File: config.mk
export PLATFORM = sky130hd
export DESIGN_NAME = gateway_selection
export DESIGN_NICKNAME = d
export VERILOG_FILES = /design/src/rtl/core/gws_pkg.sv /design/src/rtl/core/gws_scan.sv /design/src/rtl/core/gws_out_reg.sv /design/src/rtl/core/gateway_selection.sv
export SDC_FILE = /design/constraint.sdc
export NUM_CORES = 1
export LEC_CHECK = 0
export ABC_AREA = 1
export BUFFER_PORTS_ARGS = -buffer_cell sky130_fd_sc_hd__buf_2
export CAP_MARGIN = 40
export CORE_MARGIN = 10
export CORE_UTILIZATION = 55
export DETAILED_ROUTE_END_ITERATION = 7
export PLACE_DENSITY = 0.76
export RECOVER_POWER = 100
export SLEW_MARGIN = 15
export SYNTH_ARGS = -nofsm -noshare
export SYNTH_HDL_FRONTEND = slang
export SYNTH_SLANG_ARGS = --single-unit
File: constraint.sdc
create_clock -name clk -period 3.8 [get_ports clk]
set_input_delay 0.19 -clock clk [delete_from_list [all_inputs] [get_ports clk]]
set_output_delay 0.19 -clock clk [all_outputs]
set_load 0.05 [all_outputs]
File: src/rtl/core/gws_pkg.sv
// ----------------------------------------------------------------------------
// gws_pkg
// Shared widths, register indexes, routing mode codes and the result type
// of the gateway selection block.
// ----------------------------------------------------------------------------
package gws_pkg;

    localparam int ADDR_W  = 32;
    localparam int CLASS_W = 4;
    localparam int COUNT_W = 16;
    localparam int FACT_W  = CLASS_W + COUNT_W;
    localparam int IDX_W   = 8;
    localparam int MODE_W  = 2;
    localparam int CFG_W   = 32;
    localparam int CFG_IDX_W = 1;

    // register indexes on the configuration port
    localparam logic [CFG_IDX_W-1:0] REG_ROUTING_MODE      = 1'b0;
    localparam logic [CFG_IDX_W-1:0] REG_PREFERRED_ADDRESS = 1'b1;

    // routing modes
    localparam logic [MODE_W-1:0] MODE_OFF    = 2'd0;
    localparam logic [MODE_W-1:0] MODE_CLASS  = 2'd1;
    localparam logic [MODE_W-1:0] MODE_FACTOR = 2'd2;
    localparam logic [MODE_W-1:0] MODE_COUNT  = 2'd3;

    typedef struct packed {
        logic [ADDR_W-1:0] address;
        logic [IDX_W-1:0]  index;
        logic              changed;
        logic              no_gw;
        logic              pref_hit;
    } gws_result_t;

endpackage

File: src/rtl/core/gws_scan.sv
// ----------------------------------------------------------------------------
// gws_scan
// Configuration registers, running maxima and candidate tracking for one
// gateway scan; forms the result of a transaction in the same cycle.
// ----------------------------------------------------------------------------
module gws_scan #(
    parameter int MAX_GATEWAYS = 256
) (
    input  logic                         clk,
    input  logic                         rst_n,
    input  logic                         cfg_we,
    input  logic [gws_pkg::CFG_IDX_W-1:0] cfg_index,
    input  logic [gws_pkg::CFG_W-1:0]    cfg_data,
    input  logic                         in_fire,
    input  logic [gws_pkg::ADDR_W-1:0]   gateway_address,
    input  logic [gws_pkg::CLASS_W-1:0]  advert_class,
    input  logic [gws_pkg::COUNT_W-1:0]  received_count,
    input  logic                         no_entries,
    input  logic                         last_entry,
    output logic                         res_valid,
    output gws_pkg::gws_result_t         res
);
    import gws_pkg::*;

    localparam logic [IDX_W-1:0] LAST_IDX = IDX_W'(MAX_GATEWAYS - 1);

    logic [MODE_W-1:0]  mode_reg;
    logic [ADDR_W-1:0]  pref_reg;

    logic [CLASS_W-1:0] best_class_reg, best_class_next, best_class_upd;
    logic [COUNT_W-1:0] best_count_reg, best_count_next, best_count_upd;
    logic [FACT_W-1:0]  best_factor_reg, best_factor_next, best_factor_upd;
    logic [ADDR_W-1:0]  cand_addr_reg, cand_addr_next, cand_addr_upd;
    logic [IDX_W-1:0]   cand_idx_reg, cand_idx_next, cand_idx_upd;
    logic [IDX_W-1:0]   counter_reg, counter_next, counter_upd;
    logic               locked_reg, locked_next, locked_upd;
    logic               full_reg, full_next, full_upd;
    logic [ADDR_W-1:0]  cur_addr_reg, cur_addr_next;
    logic               cur_valid_reg, cur_valid_next;

    logic [FACT_W-1:0]  factor;
    logic               better;
    logic               take;

    always_ff @(posedge clk or negedge rst_n)
    begin
        if (!rst_n)
        begin
            mode_reg <= MODE_OFF;
            pref_reg <= '0;
        end
        else if (cfg_we)
        begin
            case (cfg_index)
                REG_ROUTING_MODE:      mode_reg <= cfg_data[MODE_W-1:0];
                REG_PREFERRED_ADDRESS: pref_reg <= cfg_data[ADDR_W-1:0];
                default:               ;
            endcase
        end
    end

    always_comb
    begin
        factor = FACT_W'(advert_class) * FACT_W'(received_count);
        case (mode_reg)
            MODE_CLASS:
                better = (advert_class > best_class_reg) ||
                         ((advert_class == best_class_reg) &&
                          (received_count > best_count_reg));
            MODE_FACTOR:
                better = (factor > best_factor_reg) ||
                         ((factor == best_factor_reg) &&
                          (received_count > best_count_reg));
            default:
                better = received_count > best_count_reg;
        endcase
        take = (mode_reg != MODE_OFF) && !no_entries && !locked_reg && !full_reg;
    end

    // state after taking this entry into the scan
    always_comb
    begin
        best_class_upd  = best_class_reg;
        best_count_upd  = best_count_reg;
        best_factor_upd = best_factor_reg;
        cand_addr_upd   = cand_addr_reg;
        cand_idx_upd    = cand_idx_reg;
        counter_upd     = counter_reg;
        locked_upd      = locked_reg;
        full_upd        = full_reg;
        if (take)
        begin
            if ((counter_reg == '0) || better)
            begin
                cand_addr_upd = gateway_address;
                cand_idx_upd  = counter_reg;
            end
            if (advert_class > best_class_reg)
                best_class_upd = advert_class;
            if (received_count > best_count_reg)
                best_count_upd = received_count;
            if (factor > best_factor_reg)
                best_factor_upd = factor;
            // a preferred gateway ends the search
            if ((pref_reg != '0) && (pref_reg == gateway_address))
            begin
                cand_addr_upd = gateway_address;
                cand_idx_upd  = counter_reg;
                locked_upd    = 1'b1;
            end
            if (counter_reg >= LAST_IDX)
                full_upd = 1'b1;
            else
                counter_upd = counter_reg + 1'b1;
        end
    end

    always_comb
    begin
        res_valid = in_fire && (mode_reg != MODE_OFF) && (no_entries || last_entry);
        if (no_entries)
        begin
            res.address  = '0;
            res.index    = '0;
            res.changed  = cur_valid_reg;
            res.no_gw    = 1'b1;
            res.pref_hit = 1'b0;
        end
        else
        begin
            res.address  = cand_addr_upd;
            res.index    = cand_idx_upd;
            res.changed  = !cur_valid_reg || (cur_addr_reg != cand_addr_upd);
            res.no_gw    = 1'b0;
            res.pref_hit = locked_upd;
        end
    end

    always_comb
    begin
        best_class_next  = best_class_reg;
        best_count_next  = best_count_reg;
        best_factor_next = best_factor_reg;
        cand_addr_next   = cand_addr_reg;
        cand_idx_next    = cand_idx_reg;
        counter_next     = counter_reg;
        locked_next      = locked_reg;
        full_next        = full_reg;
        cur_addr_next    = cur_addr_reg;
        cur_valid_next   = cur_valid_reg;
        if (in_fire)
        begin
            if ((mode_reg != MODE_OFF) && !no_entries)
            begin
                best_class_next  = best_class_upd;
                best_count_next  = best_count_upd;
                best_factor_next = best_factor_upd;
                cand_addr_next   = cand_addr_upd;
                cand_idx_next    = cand_idx_upd;
                counter_next     = counter_upd;
                locked_next      = locked_upd;
                full_next        = full_upd;
                if (last_entry)
                begin
                    cur_addr_next  = cand_addr_upd;
                    cur_valid_next = 1'b1;
                end
            end
            if ((mode_reg != MODE_OFF) && no_entries)
            begin
                cur_addr_next  = '0;
                cur_valid_next = 1'b0;
            end
            // end of scan: drop the partial state
            if (no_entries || last_entry)
            begin
                best_class_next  = '0;
                best_count_next  = '0;
                best_factor_next = '0;
                cand_addr_next   = '0;
                cand_idx_next    = '0;
                counter_next     = '0;
                locked_next      = 1'b0;
                full_next        = 1'b0;
            end
        end
    end

    always_ff @(posedge clk or negedge rst_n)
    begin
        if (!rst_n)
        begin
            best_class_reg  <= '0;
            best_count_reg  <= '0;
            best_factor_reg <= '0;
            cand_addr_reg   <= '0;
            cand_idx_reg    <= '0;
            counter_reg     <= '0;
            locked_reg      <= 1'b0;
            full_reg        <= 1'b0;
            cur_addr_reg    <= '0;
            cur_valid_reg   <= 1'b0;
        end
        else
        begin
            best_class_reg  <= best_class_next;
            best_count_reg  <= best_count_next;
            best_factor_reg <= best_factor_next;
            cand_addr_reg   <= cand_addr_next;
            cand_idx_reg    <= cand_idx_next;
            counter_reg     <= counter_next;
            locked_reg      <= locked_next;
            full_reg        <= full_next;
            cur_addr_reg    <= cur_addr_next;
            cur_valid_reg   <= cur_valid_next;
        end
    end

    a_full_at_limit: assert property (@(posedge clk) disable iff (!rst_n)
        full_reg |-> (counter_reg == LAST_IDX))
        else $error("scan full flag set below the entry limit");

    a_cand_behind_counter: assert property (@(posedge clk) disable iff (!rst_n)
        cand_idx_reg <= counter_reg)
        else $error("candidate index ahead of entry counter");

    a_scan_cleared: assert property (@(posedge clk) disable iff (!rst_n)
        (in_fire && (last_entry || no_entries)) |=>
            ((counter_reg == '0) && !locked_reg && !full_reg))
        else $error("scan state not cleared at end of scan");

    a_empty_drops_current: assert property (@(posedge clk) disable iff (!rst_n)
        (in_fire && no_entries && (mode_reg != MODE_OFF)) |=> !cur_valid_reg)
        else $error("current gateway kept after an empty list");

endmodule

File: src/rtl/core/gws_out_reg.sv
// ----------------------------------------------------------------------------
// gws_out_reg
// Result register between the scan logic and the output channel; holds a
// result until the receiver takes it.
// ----------------------------------------------------------------------------
module gws_out_reg (
    input  logic                 clk,
    input  logic                 rst_n,
    input  logic                 load,
    input  gws_pkg::gws_result_t res,
    output logic                 up_ready,
    output logic                 out_valid,
    input  logic                 out_ready,
    output gws_pkg::gws_result_t out_res
);
    import gws_pkg::*;

    logic        valid_reg, valid_next;
    gws_result_t data_reg;

    // the register frees up in the same cycle that its result is taken
    assign up_ready = !valid_reg || out_ready;

    always_comb
    begin
        valid_next = valid_reg;
        if (up_ready)
            valid_next = load;
    end

    always_ff @(posedge clk or negedge rst_n)
    begin
        if (!rst_n)
            valid_reg <= 1'b0;
        else
            valid_reg <= valid_next;
    end

    always_ff @(posedge clk)
    begin
        if (up_ready && load)
            data_reg <= res;
    end

    assign out_valid = valid_reg;
    assign out_res   = data_reg;

    a_stall_blocks_input: assert property (@(posedge clk) disable iff (!rst_n)
        (valid_reg && !out_ready) |-> !up_ready)
        else $error("input open while a result is stalled");

    a_load_shows: assert property (@(posedge clk) disable iff (!rst_n)
        (up_ready && load) |=> valid_reg)
        else $error("loaded result not presented");

    a_no_phantom: assert property (@(posedge clk) disable iff (!rst_n)
        (up_ready && !load) |=> !valid_reg)
        else $error("result presented without a load");

endmodule

File: src/rtl/core/gateway_selection.sv
// ----------------------------------------------------------------------------
// gateway_selection
// Picks the best gateway from a scan of the known gateway list.
// ----------------------------------------------------------------------------
// Feed one gateway entry per input transaction (in_valid/in_ready); mark the
// final entry with last_entry, or send a single transaction with no_entries
// set when the list is empty. A scan yields one result transaction on
// out_valid/out_ready, raised on the cycle after the last entry is taken;
// other entries produce none, and routing mode off produces none at all.
// Throughput is one entry per cycle: each entry passes one 4x16 multiply and
// a few compares against the running maxima; the scan result lands in the
// result register. While a result waits in that register and out_ready is
// low, in_ready stays low; it rises again in the cycle the result is taken.
// routing_mode and preferred_address are written through cfg_we, cfg_index
// and cfg_data, by the user only between transactions (the block does not
// enforce it). Reset clears the scan, the current gateway, both registers
// and any pending result. Entries past MAX_GATEWAYS in one scan are ignored.
// ----------------------------------------------------------------------------
module gateway_selection #(
    parameter int MAX_GATEWAYS = 256
) (
    input  logic                          clk,
    input  logic                          rst_n,
    input  logic                          cfg_we,
    input  logic [gws_pkg::CFG_IDX_W-1:0] cfg_index,
    input  logic [gws_pkg::CFG_W-1:0]     cfg_data,
    input  logic                          in_valid,
    output logic                          in_ready,
    input  logic [gws_pkg::ADDR_W-1:0]    gateway_address,
    input  logic [gws_pkg::CLASS_W-1:0]   advert_class,
    input  logic [gws_pkg::COUNT_W-1:0]   received_count,
    input  logic                          no_entries,
    input  logic                          last_entry,
    output logic                          out_valid,
    input  logic                          out_ready,
    output logic [gws_pkg::ADDR_W-1:0]    chosen_address,
    output logic [gws_pkg::IDX_W-1:0]     chosen_index,
    output logic                          route_changed,
    output logic                          no_gateway,
    output logic                          preferred_hit
);
    import gws_pkg::*;

    logic        in_fire;
    logic        res_valid;
    gws_result_t res;
    gws_result_t out_res;

    assign in_fire = in_valid && in_ready;

    gws_scan #(
        .MAX_GATEWAYS (MAX_GATEWAYS)
    ) u_scan (
        .clk             (clk),
        .rst_n           (rst_n),
        .cfg_we          (cfg_we),
        .cfg_index       (cfg_index),
        .cfg_data        (cfg_data),
        .in_fire         (in_fire),
        .gateway_address (gateway_address),
        .advert_class    (advert_class),
        .received_count  (received_count),
        .no_entries      (no_entries),
        .last_entry      (last_entry),
        .res_valid       (res_valid),
        .res             (res)
    );

    gws_out_reg u_out (
        .clk       (clk),
        .rst_n     (rst_n),
        .load      (res_valid),
        .res       (res),
        .up_ready  (in_ready),
        .out_valid (out_valid),
        .out_ready (out_ready),
        .out_res   (out_res)
    );

    assign chosen_address = out_res.address;
    assign chosen_index   = out_res.index;
    assign route_changed  = out_res.changed;
    assign no_gateway     = out_res.no_gw;
    assign preferred_hit  = out_res.pref_hit;

endmodule

==> Word-level counts from Yosys, hierarchy flattened <==
Index checks and enable logic that the tools add are counted.
W data, S select, Z words.
{ "totals": {"reg_bits": 201, "out_inout_bits": 45, "word_cells": 116} }
{ "op_classes": {"n_addsub": 1, "multipliers": 1, "n_lt_le_gt_ge": 4, "eq_ne": 7, "muxes": 42, "bitwise_logic": 1, "reduce_logical": 42} }
{ "op_table": {"columns": ["operator", "count"], "rows": [
  ["$mux W32", 8],
  ["$mux W20", 4],
  ["$mux W8", 9],
  ["$mux W16", 4],
  ["$eq A32 B32 Y1", 1],
  ["$ne A32 B32 Y1", 1],
  ["$reduce_bool A32 Y1", 1],
  ["$eq A20 B20 Y1", 1],
  ["$gt A20 B20 Y1", 1],
  ["$mul A4 B16 Y20", 1],
  ["$reduce_and A4 Y1", 5],
  ["$reduce_bool A2 Y1", 9],
  ["$gt A16 B16 Y1", 1],
  ["$mux W4", 4],
  ["$logic_and A1 B1 Y1", 11],
  ["$mux W1", 11],
  ["$add A8 B1 Y8 const B", 1],
  ["$ge A8 B8 Y1 const B", 1],
  ["$logic_not A8 Y1", 1],
  ["$logic_or A1 B1 Y1", 6],
  ["$reduce_and A2 Y1", 3],
  ["$logic_not A1 Y1", 5],
  ["$eq A4 B4 Y1", 1],
  ["$gt A4 B4 Y1", 1],
  ["7 further kinds", 7]
]} }

==> Longest topological paths before layout <==
{ "depth": {"word_depth": 12, "mapped_depth": 46, "mapped_depth_nobuf": 43} }

==> Modules after synthesis <==
A second synthesis with hierarchy kept.
{ "unflattened": {"cells_unflattened": 1620, "area_unflattened_um2": 12565.8} }
{ "by_module_without_submodules": {"columns": ["module", "instances", "cells_each", "area_each_um2", "seq_area_each_um2"], "rows": [
  ["gws_scan", 1, 1569, 11222.0, 3928.8],
  ["gws_out_reg", 1, 49, 1336.3, 1316.3],
  ["gateway_selection", 1, 2, 7.5, 0.0]
]} }

==> Worst setup path before layout <==
OpenSTA, ideal clock, no wires.
{ "synth_path": {"path_type": "input to register", "from": "input port advert_class[3] (netlist name)", "to": "register u_out.data_reg (netlist bit u_out.out_res[2]), data pin", "setup_ns": 0.253, "t_arrival_ns": 5.401, "required_ns": 3.547, "setup_slack_ns": -1.853, "cell_stages": 42, "path_buffers": 3, "path_cell_list": "clkbuf_1 -> clkbuf_1 -> nand2_1 -> fa_1 -> fa_1 -> inv_1 -> ha_1 -> a21oi_1 -> o21ai_1 -> nand2_1 -> nand2_1 -> a21boi_1 -> o21ai_0 -> nand3_1 -> o21ai_1 -> nand2_1 -> nand2_1 -> a21oi_1 -> [... 6 more ...] -> nand3_1 -> nand3_1 -> inv_1 -> nor2_2 -> nor2_2 -> nand2_4 -> nand2_4 -> buf_6 -> nand2_1 -> nand2_1 -> nand2_1 -> nand2_1 -> nor2_1 -> nand2_1 -> nor2_1 -> nand3_1 -> nor2_1 -> nor2_1"} }
{ "synth_rtl": {"columns": ["item", "line_no", "rtl"], "rows": [
  ["from (decl)", "gateway_selection.sv:30", "input logic [gws_pkg::CLASS_W-1:0] advert_class,"],
  ["to (signal assigned)", "gws_out_reg.sv:42", "data_reg <= res;"],
  ["to (decl)", "gws_out_reg.sv:19", "gws_result_t data_reg;"]
]} }

==> results.py <==
metrics = {
    "status": {
        "status": "finished with violations",
        "violations": "negative hold slack, max-capacitance violations, max-slew violations, negative setup slack",
    },
    "sta": {
        "post-route-min-period_ns": 5.37,
        "maxSlewHeadroom": -0.225,
        "finalClockSkew_ns": 0.0210,
        "fmax_mhz": 186,
        "holdWs_ns": -0.00257,
        "maxSlewViolCount": 196,
        "worstMarginPinSlew_ns": 1.84,
        "fin_crit_sh": 1.41,
        "rsz0062_at_grt": "true",
        "fin_ws_ns": -1.57,
        "finalSetupViolations": 133,
        "hold_violations": 1,
    },
    "synth": {
        "netlist_instances": 1557,
        "yosys_warnings": 0,
        "synthesis.area_um2": 12400,
        "ys_ff_latch": 201,
        "synth_edf_count": 43,
        "synth-main-ff-cell": "dfrtp_1",
        "syn_nets": 1746,
        "avgSynthCellArea_um2": 7.95,
        "synth_cell_types": 41,
        "yosysSeqAreaShare": 0.424,
        "async_flop_share": 0.786,
    },
    "floorplanning": {
        "io_pins": 137,
        "die_area_um2": 28900,
        "die_h_um": 170,
        "initial_utilization": 0.564,
        "fp.coreArea_um2": 22000,
        "dieWidth_um": 170,
        "rows": 54,
    },
    "placement": {
        "numPortBuffers": 136,
        "dp_cells": 2048,
        "globalplace.congestion": 0.955,
        "dp_hpwl_mm": 24.8,
        "pre_cts_ws_ns": -1.96,
        "post_dp_cell_area_um2": 14600,
    },
    "setup_path": {
        "critPathRequiredTime_ns": 4.10,
        "start_kind": "primary input",
        "crit_slowest_cell": "fa_1",
        "path_buf_inv": 7,
        "arrival_ns": 5.67,
        "crit_top_cell": "nand2_1",
        "crit_fanout": 8,
        "crit_path_end_kind": "flop",
        "critPathTopFamily": "simple AND/OR/NAND/NOR gates",
        "crit_type": "in2reg",
        "slowest_delay_ns": 0.53,
    },
    "drt": {
        "drt_pass1_iterations": 5,
        "drtIter0Drc": 1188,
        "remaining_drc_errors": 0,
        "ant_nets": 0,
        "dr_total_vias": 12000,
        "viasPerCell": 5.57,
        "wl_mm": 39.4,
        "wl_per_cell_um": 18.2,
    },
    "clocking": {
        "cts_tree": "yes",
        "clk_latency_ns": 0.54,
        "cts_buffer_depth": 3,
        "path_clk_slew_ns": 0.06,
        "clkSinkCount": 201,
        "root_buffer": "clkbuf_16",
        "h-tree-depth": 1,
        "cts_buffers": 24,
    },
    "global_routing": {
        "grt_pass1_vias": 11600,
        "antenna_found_initial": 4,
        "track_usage": 0.246,
        "gr-total-overflow": 0,
        "grt_pass1_wl_mm": 58.2,
        "grt_start_max_net_pins": 71,
    },
    "cells_and_area": {
        "nets": 2046,
        "final_cell_mix": "320 x nand2_1, 261 x inv_1, 158 x dfrtp_1",
        "fillCellCount": 1376,
        "drive_gt1_frac": 0.281,
        "largest_register_ffs": 43,
        "post-route-cell-area_um2": 16800,
        "post-route-util": 0.765,
        "final_common_cell": "nand2_1",
        "stdcell_count": 2159,
        "area_delta_synth_final_pct": 35.8,
    },
    "power": {
        "combPwrFrac": 0.421,
        "cellLeakagePower_nw": 8.21,
        "p_seq_frac": 0.309,
        "netSwitchingFraction": 0.375,
        "p_clk_frac": 0.270,
        "ir_worst_vdd_mv": 0.401,
        "power_density_nw_per_um2": 510,
        "p_int_mw": 5.36,
        "power_switching_mw": 3.22,
    },
    "run": {
        "cap_violations": 4,
    },
    "min_path": {
        "min_path_type": "in2reg",
    },
}
==> power by group through the flow <==
stage | registers, mW | clock network [mW] | logic (mW)
global route | 2.67 | 2.42 | 3.92
global placement | 2.66 | 0 | 2.71
finish | 2.65 | 2.32 | 3.61
detailed placement | 2.66 | 0 | 2.82
floorplan | 2.77 | 0 | 1.78
CTS | 2.63 | 2.33 | 3.06
==> worst paths after layout <==
check	start	endpoint	slack [ns]	depth (start not counted)
hold reg to reg	u_scan.best_class_reg[1]$_DFFE_PN0P_	u_scan.best_class_reg[1]$_DFFE_PN0P_	0.49	2
min in group asynchronous	rst_n	u_scan.cand_idx_reg[5]$_DFFE_PN0P_	0.69	2
hold / removal	received_count[2]	u_scan.best_count_reg[2]$_DFFE_PN0P_	-0.003	4
setup reg to reg	u_out.out_valid$_DFFE_PN0N_	u_out.out_res[23]$_SDFFCE_PP0P_	0.17	7
max in group asynchronous	rst_n	u_scan.pref_reg[19]$_DFFE_PN0P_	0.47	3
setup / recovery	advert_class[1]	u_out.out_res[2]$_DFFE_PP_	-1.57	44
==> tightest hold or removal path: cells and delay by family <==
family          cells  cell delay (ns)
buf+inv             2             0.17
simple gates        1             0.06
compound gates      1             0.06
==> final cells by class <==
type / instances / area (um^2) / share of cell area
Timing Repair Buffer: 326 / 2460 / 0.147
Multi-Input combinational cell: 1012 / 6820 / 0.406
Sequential cell: 201 / 5250 / 0.312
Inverter: 291 / 1110 / 0.0659
Clock buffer: 30 / 663 / 0.0395
Tap cell: 280 / 350 / 0.0208
Antenna cell: 4 / 10.0 / 0.000596
Clock inverter: 14 / 135 / 0.00804
Timing Repair inverter: 1 / 6.26 / 0.000372
==> layer usage <==
| layer | GRT usage | routed length, um |
|---|---|---|
| met5 | 0 | 12 |
| met4 | 0.0763 | 1600 |
| met3 | 0.0433 | 3400 |
| met2 | 0.414 | 18900 |
| met1 | 0.315 | 15400 |
==> cells by family after synthesis <==
| kind of cell | share of synthesized area |
|---|---|
| adders and majority gates | 0.115 |
| and+or+nand+nor | 0.216 |
| buffers and inverters | 0.107 |
| DFF | 0.424 |
| xor gates and xnor gates | 0.0304 |
| muxes | 0.0200 |
| AOI/OAI and AO/OA | 0.0872 |
==> repair_timing <==
item                                    in CTS  in global routing
endpoints found under the setup margin     133                133
pin swaps                                   38                 70
hold buffers                                35                  0
setup buffers                               11                  9
resized for setup                           72                184
hold endpoints to repair                   186                  0
gates cloned                                 3                  5
==> synthesized netlist by cell type, drive strengths merged (7+ instances only) <==
library cell	instances	share of area
edfxtp	43	0.10
mux2	22	0.020
xor2	12	0.0085
buf	14	0.0072
o22ai	43	0.022
nand3	95	0.039
nand2	401	0.12
fa	28	0.045
nor2	129	0.041
nand3b	11	0.0067
dfrtp	158	0.32
o21ai	97	0.040
clkbuf	39	0.012
a21oi	46	0.019
ha	69	0.070
xnor2	31	0.022
nand4	7	0.0035
inv	290	0.088
==> metrics by stage <==
| step | total power, mW | setup TNS, ns | hold slack, ns |
|---|---|---|---|
| after floorplan | 4.55 | -127.20 | -0.106 |
| after global placement | 5.36 | -171.33 | 0.347 |
| after detailed placement | 5.48 | -187.71 | 0.107 |
| after CTS | 8.01 | -113.91 | 0.0325 |
| after global routing | 9.02 | -165.44 | 0.0109 |
| final | 8.58 | -129.76 | -0.00257 |
(Power assumes the default switching activity.)
